==> config.mk <==
export PLATFORM = sky130hd
export DESIGN_NAME = moving_average_filter
export DESIGN_NICKNAME = d
export VERILOG_FILES = /design/src/rtl/maf_pkg.sv /design/src/rtl/moving_average_filter.sv /design/src/rtl/maf_tap_cell.sv /design/src/rtl/maf_div_cell.sv
export SDC_FILE = /design/constraint.sdc
export NUM_CORES = 2
export LEC_CHECK = 0
export CORE_UTILIZATION = 25
export DETAILED_ROUTE_END_ITERATION = 8
export DONT_BUFFER_PORTS = 1
export GPL_TIMING_DRIVEN = 0
export PLACE_DENSITY_LB_ADDON = 0.15
export SETUP_SLACK_MARGIN = 0.1
export SYNTH_ARGS = -nofsm -noshare
export SYNTH_HDL_FRONTEND = slang
export SYNTH_SLANG_ARGS = --single-unit
==> constraint.sdc <==
create_clock -name clk -period 48.5 [get_ports clk]
set_clock_uncertainty 0.2 [all_clocks]
set_input_delay 7.275 -clock clk [delete_from_list [all_inputs] [get_ports clk]]
set_output_delay 7.275 -clock clk [all_outputs]
set_load 0.02 [all_outputs]
==> src/rtl/maf_pkg.sv <==
package maf_pkg;

  // window_len register
  localparam int CFG_BITS         = 7;
  localparam int WINDOW_LEN_RESET = 4;

  // result format
  localparam int FRAC_BITS = 8;
  localparam int OUT_BITS  = 24;

  // control that travels with each word down the divider chain
  typedef struct packed {
    logic valid;
    logic neg;
  } div_ctl_t;

endpackage

==> src/rtl/moving_average_filter.sv <==
// Boxcar moving average over blocks of signed samples.
//
// s_tdata carries one sample per word, s_tuser flags the first sample of a
// new block. Once window_len samples of the block are in, each sample gives
// one word on m_tdata: window sum * 256 / window_len, truncated toward zero,
// 8 fraction bits. window_len is written over cfg_valid/cfg_ready/cfg_data
// (0 acts as 1, values above WINDOW_MAX act as WINDOW_MAX) and restarts the
// block; write it only while no words are in flight.
//
// One sample per cycle while the output is not stalled. The last samples sit
// in a row of WINDOW_MAX delay cells; the running sum updates in the accept
// cycle and the quotient comes out of a chain of SAMPLE_BITS +
// clog2(WINDOW_MAX) + 8 restoring divider cells, one quotient bit per cell,
// into a registered output.
//
// The whole pipeline holds while m_tvalid is high and m_tready low, and
// s_tready drops with it. Synchronous reset empties the pipeline, clears the
// sum and fill count and sets window_len to 4; delay cells are not cleared.
module moving_average_filter #(
  parameter int WINDOW_MAX  = 64,
  parameter int SAMPLE_BITS = 16
) (
  input  logic                                clk,
  input  logic                                rst,
  input  logic                                s_tvalid,
  output logic                                s_tready,
  input  logic [((SAMPLE_BITS+7)/8)*8-1:0]    s_tdata,  // sample
  input  logic                                s_tuser,  // block_start
  output logic                                m_tvalid,
  input  logic                                m_tready,
  output logic [maf_pkg::OUT_BITS-1:0]        m_tdata,  // average
  input  logic                                cfg_valid,
  output logic                                cfg_ready,
  input  logic [maf_pkg::CFG_BITS-1:0]        cfg_data  // window_len
);

  localparam int LEN_BITS = $clog2(WINDOW_MAX + 1);
  localparam int CMP_BITS = (LEN_BITS > maf_pkg::CFG_BITS) ? LEN_BITS : maf_pkg::CFG_BITS;
  localparam int SUM_BITS = SAMPLE_BITS + $clog2(WINDOW_MAX);
  localparam int DIV_BITS = SUM_BITS + maf_pkg::FRAC_BITS;
  localparam int QW       = ((DIV_BITS > maf_pkg::OUT_BITS) ? DIV_BITS : maf_pkg::OUT_BITS) + 1;
  localparam logic [LEN_BITS-1:0] LEN_RESET = LEN_BITS'(
      (WINDOW_MAX < maf_pkg::WINDOW_LEN_RESET) ? WINDOW_MAX : maf_pkg::WINDOW_LEN_RESET);
  localparam logic [QW-1:0] POS_LIM = QW'((1 << (maf_pkg::OUT_BITS - 1)) - 1);
  localparam logic [QW-1:0] NEG_LIM = QW'(1 << (maf_pkg::OUT_BITS - 1));

  logic                       advance;
  logic                       accept;
  logic                       cfg_write;
  logic [LEN_BITS-1:0]        eff_len;
  logic [LEN_BITS-1:0]        eff_len_m1;
  logic [LEN_BITS-1:0]        eff_len_next;
  logic [CMP_BITS-1:0]        cfg_ext;
  logic [LEN_BITS-1:0]        fill_count;
  logic [LEN_BITS-1:0]        fill_count_next;
  logic [LEN_BITS-1:0]        fill_base;
  logic signed [SUM_BITS-1:0] window_sum;
  logic signed [SUM_BITS-1:0] window_sum_next;
  logic signed [SUM_BITS-1:0] sum_base;
  logic signed [SUM_BITS-1:0] sample_ext;
  logic signed [SUM_BITS-1:0] old_ext;
  logic                       full;
  logic                       produce;
  logic                       p_valid;
  logic [SUM_BITS-1:0]        sum_u;
  logic [SUM_BITS-1:0]        mag;
  logic [SAMPLE_BITS-1:0]     sample;
  logic [SAMPLE_BITS-1:0]     tap [0:WINDOW_MAX];
  logic [WINDOW_MAX-1:0]      tap_sel;

  maf_pkg::div_ctl_t          div_ctl  [0:DIV_BITS];
  logic [DIV_BITS-1:0]        div_work [0:DIV_BITS];
  logic [LEN_BITS-1:0]        div_rem  [0:DIV_BITS];

  logic [QW-1:0]              qx;
  logic [QW-1:0]              qx_neg;
  logic [maf_pkg::OUT_BITS-1:0] result;
  logic                       o_valid;
  logic [maf_pkg::OUT_BITS-1:0] o_data;

  assign advance   = !o_valid || m_tready;
  assign s_tready  = advance;
  assign accept    = s_tvalid && advance;
  assign cfg_ready = 1'b1;
  assign cfg_write = cfg_valid;
  assign sample    = s_tdata[SAMPLE_BITS-1:0];

  // window length as used, clamped into 1..WINDOW_MAX
  always_comb begin
    cfg_ext = CMP_BITS'(cfg_data);
    if (cfg_ext == '0) begin
      eff_len_next = LEN_BITS'(1);
    end else if (cfg_ext > CMP_BITS'(WINDOW_MAX)) begin
      eff_len_next = LEN_BITS'(WINDOW_MAX);
    end else begin
      eff_len_next = LEN_BITS'(cfg_ext);
    end
  end

  assign eff_len_m1 = eff_len - 1'b1;

  // delay line: cell 0 holds the sample that leaves the window
  assign tap[WINDOW_MAX] = '0;

  for (genvar i = 0; i < WINDOW_MAX; i++) begin : g_tap
    assign tap_sel[i] = (eff_len_m1 == LEN_BITS'(i));

    maf_tap_cell #(
      .SAMPLE_BITS(SAMPLE_BITS)
    ) u_cell (
      .clk       (clk),
      .shift     (accept),
      .load_new  (tap_sel[i]),
      .new_sample(sample),
      .from_next (tap[i+1]),
      .value     (tap[i])
    );
  end

  // running sum; block start restarts before this word is counted
  always_comb begin
    sample_ext      = {{(SUM_BITS-SAMPLE_BITS){sample[SAMPLE_BITS-1]}}, sample};
    old_ext         = {{(SUM_BITS-SAMPLE_BITS){tap[0][SAMPLE_BITS-1]}}, tap[0]};
    fill_base       = s_tuser ? '0 : fill_count;
    sum_base        = s_tuser ? '0 : window_sum;
    full            = fill_base >= eff_len;
    fill_count_next = full ? fill_base : fill_base + 1'b1;
    window_sum_next = sum_base + sample_ext - (full ? old_ext : '0);
    produce         = fill_count_next >= eff_len;
  end

  always_ff @(posedge clk) begin
    if (rst) begin
      eff_len    <= LEN_RESET;
      fill_count <= '0;
      window_sum <= '0;
      p_valid    <= 1'b0;
    end else begin
      if (advance) begin
        p_valid <= accept && produce;
      end
      if (accept) begin
        fill_count <= fill_count_next;
        window_sum <= window_sum_next;
      end
      if (cfg_write) begin
        eff_len    <= eff_len_next;
        fill_count <= '0;
        window_sum <= '0;
      end
    end
  end

  // divide |sum| * 256 by the window length, one quotient bit per cell
  assign sum_u = window_sum;
  assign mag   = window_sum[SUM_BITS-1] ? (~sum_u + 1'b1) : sum_u;

  assign div_ctl[0]  = '{valid: p_valid, neg: window_sum[SUM_BITS-1]};
  assign div_work[0] = {mag, {maf_pkg::FRAC_BITS{1'b0}}};
  assign div_rem[0]  = '0;

  for (genvar k = 0; k < DIV_BITS; k++) begin : g_div
    maf_div_cell #(
      .DIV_BITS(DIV_BITS),
      .LEN_BITS(LEN_BITS)
    ) u_cell (
      .clk     (clk),
      .rst     (rst),
      .advance (advance),
      .divisor (eff_len),
      .in_ctl  (div_ctl[k]),
      .in_work (div_work[k]),
      .in_rem  (div_rem[k]),
      .out_ctl (div_ctl[k+1]),
      .out_work(div_work[k+1]),
      .out_rem (div_rem[k+1])
    );
  end

  // sign back on, saturate to the output range
  always_comb begin
    qx     = QW'(div_work[DIV_BITS]);
    qx_neg = ~qx + 1'b1;
    if (div_ctl[DIV_BITS].neg) begin
      result = (qx > NEG_LIM) ? NEG_LIM[maf_pkg::OUT_BITS-1:0]
                              : qx_neg[maf_pkg::OUT_BITS-1:0];
    end else begin
      result = (qx > POS_LIM) ? POS_LIM[maf_pkg::OUT_BITS-1:0]
                              : qx[maf_pkg::OUT_BITS-1:0];
    end
  end

  always_ff @(posedge clk) begin
    if (rst) begin
      o_valid <= 1'b0;
    end else if (advance) begin
      o_valid <= div_ctl[DIV_BITS].valid;
    end
  end

  always_ff @(posedge clk) begin
    if (advance) begin
      o_data <= result;
    end
  end

  assign m_tvalid = o_valid;
  assign m_tdata  = o_data;

endmodule

==> src/rtl/maf_tap_cell.sv <==
module maf_tap_cell #(
  parameter int SAMPLE_BITS = 16
) (
  input  logic                   clk,
  input  logic                   shift,
  input  logic                   load_new,
  input  logic [SAMPLE_BITS-1:0] new_sample,
  input  logic [SAMPLE_BITS-1:0] from_next,
  output logic [SAMPLE_BITS-1:0] value
);

  // the cell at the window's far end takes the fresh sample, the others
  // move one place toward cell 0
  always_ff @(posedge clk) begin
    if (shift) begin
      value <= load_new ? new_sample : from_next;
    end
  end

endmodule

==> src/rtl/maf_div_cell.sv <==
module maf_div_cell #(
  parameter int DIV_BITS = 30,
  parameter int LEN_BITS = 7
) (
  input  logic                 clk,
  input  logic                 rst,
  input  logic                 advance,
  input  logic [LEN_BITS-1:0]  divisor,
  input  maf_pkg::div_ctl_t    in_ctl,
  input  logic [DIV_BITS-1:0]  in_work,
  input  logic [LEN_BITS-1:0]  in_rem,
  output maf_pkg::div_ctl_t    out_ctl,
  output logic [DIV_BITS-1:0]  out_work,
  output logic [LEN_BITS-1:0]  out_rem
);

  logic [LEN_BITS:0]   trial;
  logic [LEN_BITS:0]   diff;
  logic                ge;
  logic [LEN_BITS-1:0] rem_next;
  logic [DIV_BITS-1:0] work_next;

  // one restoring step: dividend bits leave at the top, quotient bits
  // enter at the bottom
  always_comb begin
    trial     = {in_rem, in_work[DIV_BITS-1]};
    diff      = trial - {1'b0, divisor};
    ge        = trial >= {1'b0, divisor};
    rem_next  = ge ? diff[LEN_BITS-1:0] : trial[LEN_BITS-1:0];
    work_next = {in_work[DIV_BITS-2:0], ge};
  end

  always_ff @(posedge clk) begin
    if (rst) begin
      out_ctl <= '0;
    end else if (advance) begin
      out_ctl <= in_ctl;
    end
  end

  always_ff @(posedge clk) begin
    if (advance) begin
      out_work <= work_next;
      out_rem  <= rem_next;
    end
  end

endmodule

==> metrics.md <==
| Metric | Value |
|---|---|
| Slack of the critical path | 31330 ps |
| Final core utilization | 0.294 |
| Largest net degree at the start of global routing | 72 |
| Port buffer count | 0 |
| Clk sink count | between 2k and 2.5k |
| GRT overflow | 0 |
| Commonest cells post-synth | edfxtp_1, nand2_1, o21ai_0, mux2_2, clkbuf_1 |
| Total core area | 341000 um2 |
| Number of max-cap violations | 0 |
| Initial antenna violation count | 16 |
| CP max stage cell | clkbuf_4 |
| GRT Util Overall | 0.114 |
| Setup TNS | 0 ps |
| Avg Cell Area, Syn | between 10 and 15 um2 |
| CTS hold repair buffers | 0 |
| Crit-path most repeated cell | buf_16 |
| Synth Warn # | 0 |
| DRC violations left | 0 |
| Crit end category | output port |
| Post-DR wirelength/cell | 17.8 um |
| Mapped Area | between 80000 and 90000 um2 |
| Number of global-route vias before repair | 49.0k |
| Most frequent cell after synthesis | edfxtp_1 |
| CP Max Fanout | 66 |
| Peak VDD IR | 34.1 uV |
| RSZ-0062 raised after global routing | false |
| Pwr Density | ~50 nW/um2 |
| Clock tree from TritonCTS | done |
| First-pass iteration count of the detailed router | 7 |
| Layout cells sized above 1 | 0.125 |
| Slew Viols, Final | 0 |
| Overall routed net length | around 200000 um |
| Placed insts | 10.8k |
| First-pass GRT wire length | ~300000 um |
| Routability cong. | 0.776 |
| Final setup viols | 0 |
| Cell Area, Placed | 92800 um2 |
| GR Util met3 | 0.0191 |
| Grt met2 use | 0.191 |
| Hold Violations, Final | 0 |
| Via count | 48.4k |
| Initial Util | 0.252 |
| Synth area leaders | edfxtp_1, mux2_2, o21ai_0 |
| Layout Cells excl Fill | 11.3k |
| Worst Path Arrival | slightly below 10000 ps |
| EDFF count, synth | between 1.5k and 2k |
| Min Tclk post-route | ~17000 ps |
| Die W | ~600 um |
| Fin area | 100000 um2 |
| Post-synthesis sequential area ratio | 0.703 |
| FF-to-FF path depth | 21 |
| Fillcell total | around 34k |
| Area of the die | 346000 um2 |
| Tcrit/Tclk final | 0.354 |
| Area Growth Syn to Fin | 16.4% |
| Setup Buffers After CTS | 0 |
| GRT busiest layer | met2 |
| Worst EP required | around 41000 ps |
| Minimum hold slack | ~170 ps |
| Total CTS buffers | 232 |
| Worst-Margin Slew | 1420 ps |
| Post-synth top area share | 0.680 |
| Crit Path Class | in -> out |
| Max clock buf depth | 4 |
| WP buf/inv | 7 |
| Met1 Usage GRT | 0.149 |
| Max Freq | 0.0582 GHz |
| Synth Net Count | 6570 |
| CTS-repair resized insts | 0 |
| CP max stage delay | 380 ps |
| Stages on the worst setup path | 8 |
| Cells after Synth | roughly 6.2k |
| Rows | approximately 210 |
| Slew headroom | 0.0507 |
| Leading area contributor after synthesis | edfxtp_1 |
| Detailed Place HPWL | between 100000 and 150000 um |
| Clock Root Buffer | clkbuf_16 |
| Die Ht | just under 600 um |
| Status | finished, final reports clean |
| Final #Nets | roughly 7k |
| # IOs | 56 |
| Hold path depth | 0 |
| Vias/cell | 4.30 |
| Worst hold path type | reg -> reg |
| Setup WS pre-CTS | around 31000 ps |
| DRT iter0 DRCs | 3376 |
| Most common flop cell mapped by yosys | edfxtp_1 |
| Synth async-reset ratio | 0 |
| DRT antenna net count | 0 |
| Pwr Total | about 4.9 mW |
| Synth unique cells | 67 |
| Lkg Pwr | between 30 and 40 nW |
| Cell Chain, Critical Path | nor2b_1 > clkbuf_1 > inv_2 > clkbuf_4 > buf_16 > buf_16 > buf_16 > buf_16 |
| Clk slew on worst S/H paths | 60 ps |
| CTS H-Tree Depth | 4 |
| Top delay family on crit path | buffers and inverters |
| Setup crit start kind | primary input |
| Clock latency on the worst-skew pair | 920 ps |
| Synth Register Bits | around 2.0k |
## worst paths after layout
kind / startpoint / endpoint / slack, ps
worst max-delay path: m_tready / s_tready / 31330
worst min-delay path: g_div[0].u_cell.out_work[12]$_DFFE_PN_ / g_div[1].u_cell.out_work[13]$_DFFE_PN_ / 170
worst min register to register: g_div[0].u_cell.out_work[12]$_DFFE_PN_ / g_div[1].u_cell.out_work[13]$_DFFE_PN_ / 170
worst max register to register: eff_len[1]$_SDFFE_PP0P_ / sum_u[15]$_SDFFE_PP0P_ / 42630
## layout by cell type (no fill, tap or decap), types with 68 or more instances in the layout
| cell type | n |
|---|---|
| o21ai_0 | 829 |
| mux2_2 | 397 |
| ha_1 | 244 |
| edfxtp_1 | 1947 |
| clkbuf_16 | 233 |
| dfxtp_1 | 96 |
| xor2_1 | 81 |
| a21oi_1 | 191 |
| nor2_1 | 251 |
| clkinv_1 | 68 |
| inv_1 | 191 |
| nand2_1 | 1024 |
| clkbuf_1 | 339 |
## logic make-up (layout without fill, tap and decap cells)
family | after synthesis | after routing | synth area share
fa+ha+maj | 293 | 293 | 0.0469
xor+xnor | 126 | 126 | 0.0128
flops | 2045 | 2045 | 0.703
simple gates | 1572 | 1572 | 0.0777
other cells | 1 | 5 | 0.0000436
buf+inv | 541 | 1007 | 0.0245
mux | 402 | 402 | 0.0526
compound gates | 1268 | 1268 | 0.0823
## where the power goes
group / switching [mW] / internal [mW]
Sequential: 0.114 / 2.34
Clock: 0.724 / 0.979
Combinational: 0.442 / 0.304
Total: 1.28 / 3.62
## state kept, by name, indices dropped and copies added, names as in the netlist
signal                 flops
g_div.u_cell.out_ctl      60
g_tap.u_cell.value      1024
sum_u                     22
m_tvalid                   1
g_div.u_cell.out_rem     203
m_tdata                   24
eff_len                    7
fill_count                 7
g_div.u_cell.out_work    696
p_valid                    1
## layout make-up
cell class	instances	area, um2	share of cell area
timing repair buffer	44	1090	0.0109
buffer	322	1290	0.0129
sequential	2045	60400	0.604
inverter	219	822	0.00821
clock buffer	297	6160	0.0616
antenna	4	10.0	0.000100
clock inverter	125	1130	0.0113
tap	4536	5680	0.0567
multi-input combinational	3662	23500	0.234
## routing by layer
layer,up-vias,share of wire
met5,-,0.000080
met4,4,0.029
met3,333,0.041
met2,788,0.48
met1,23800,0.45
li1,23400,-
No activity file was read; power rests on OpenSTA's default activity.
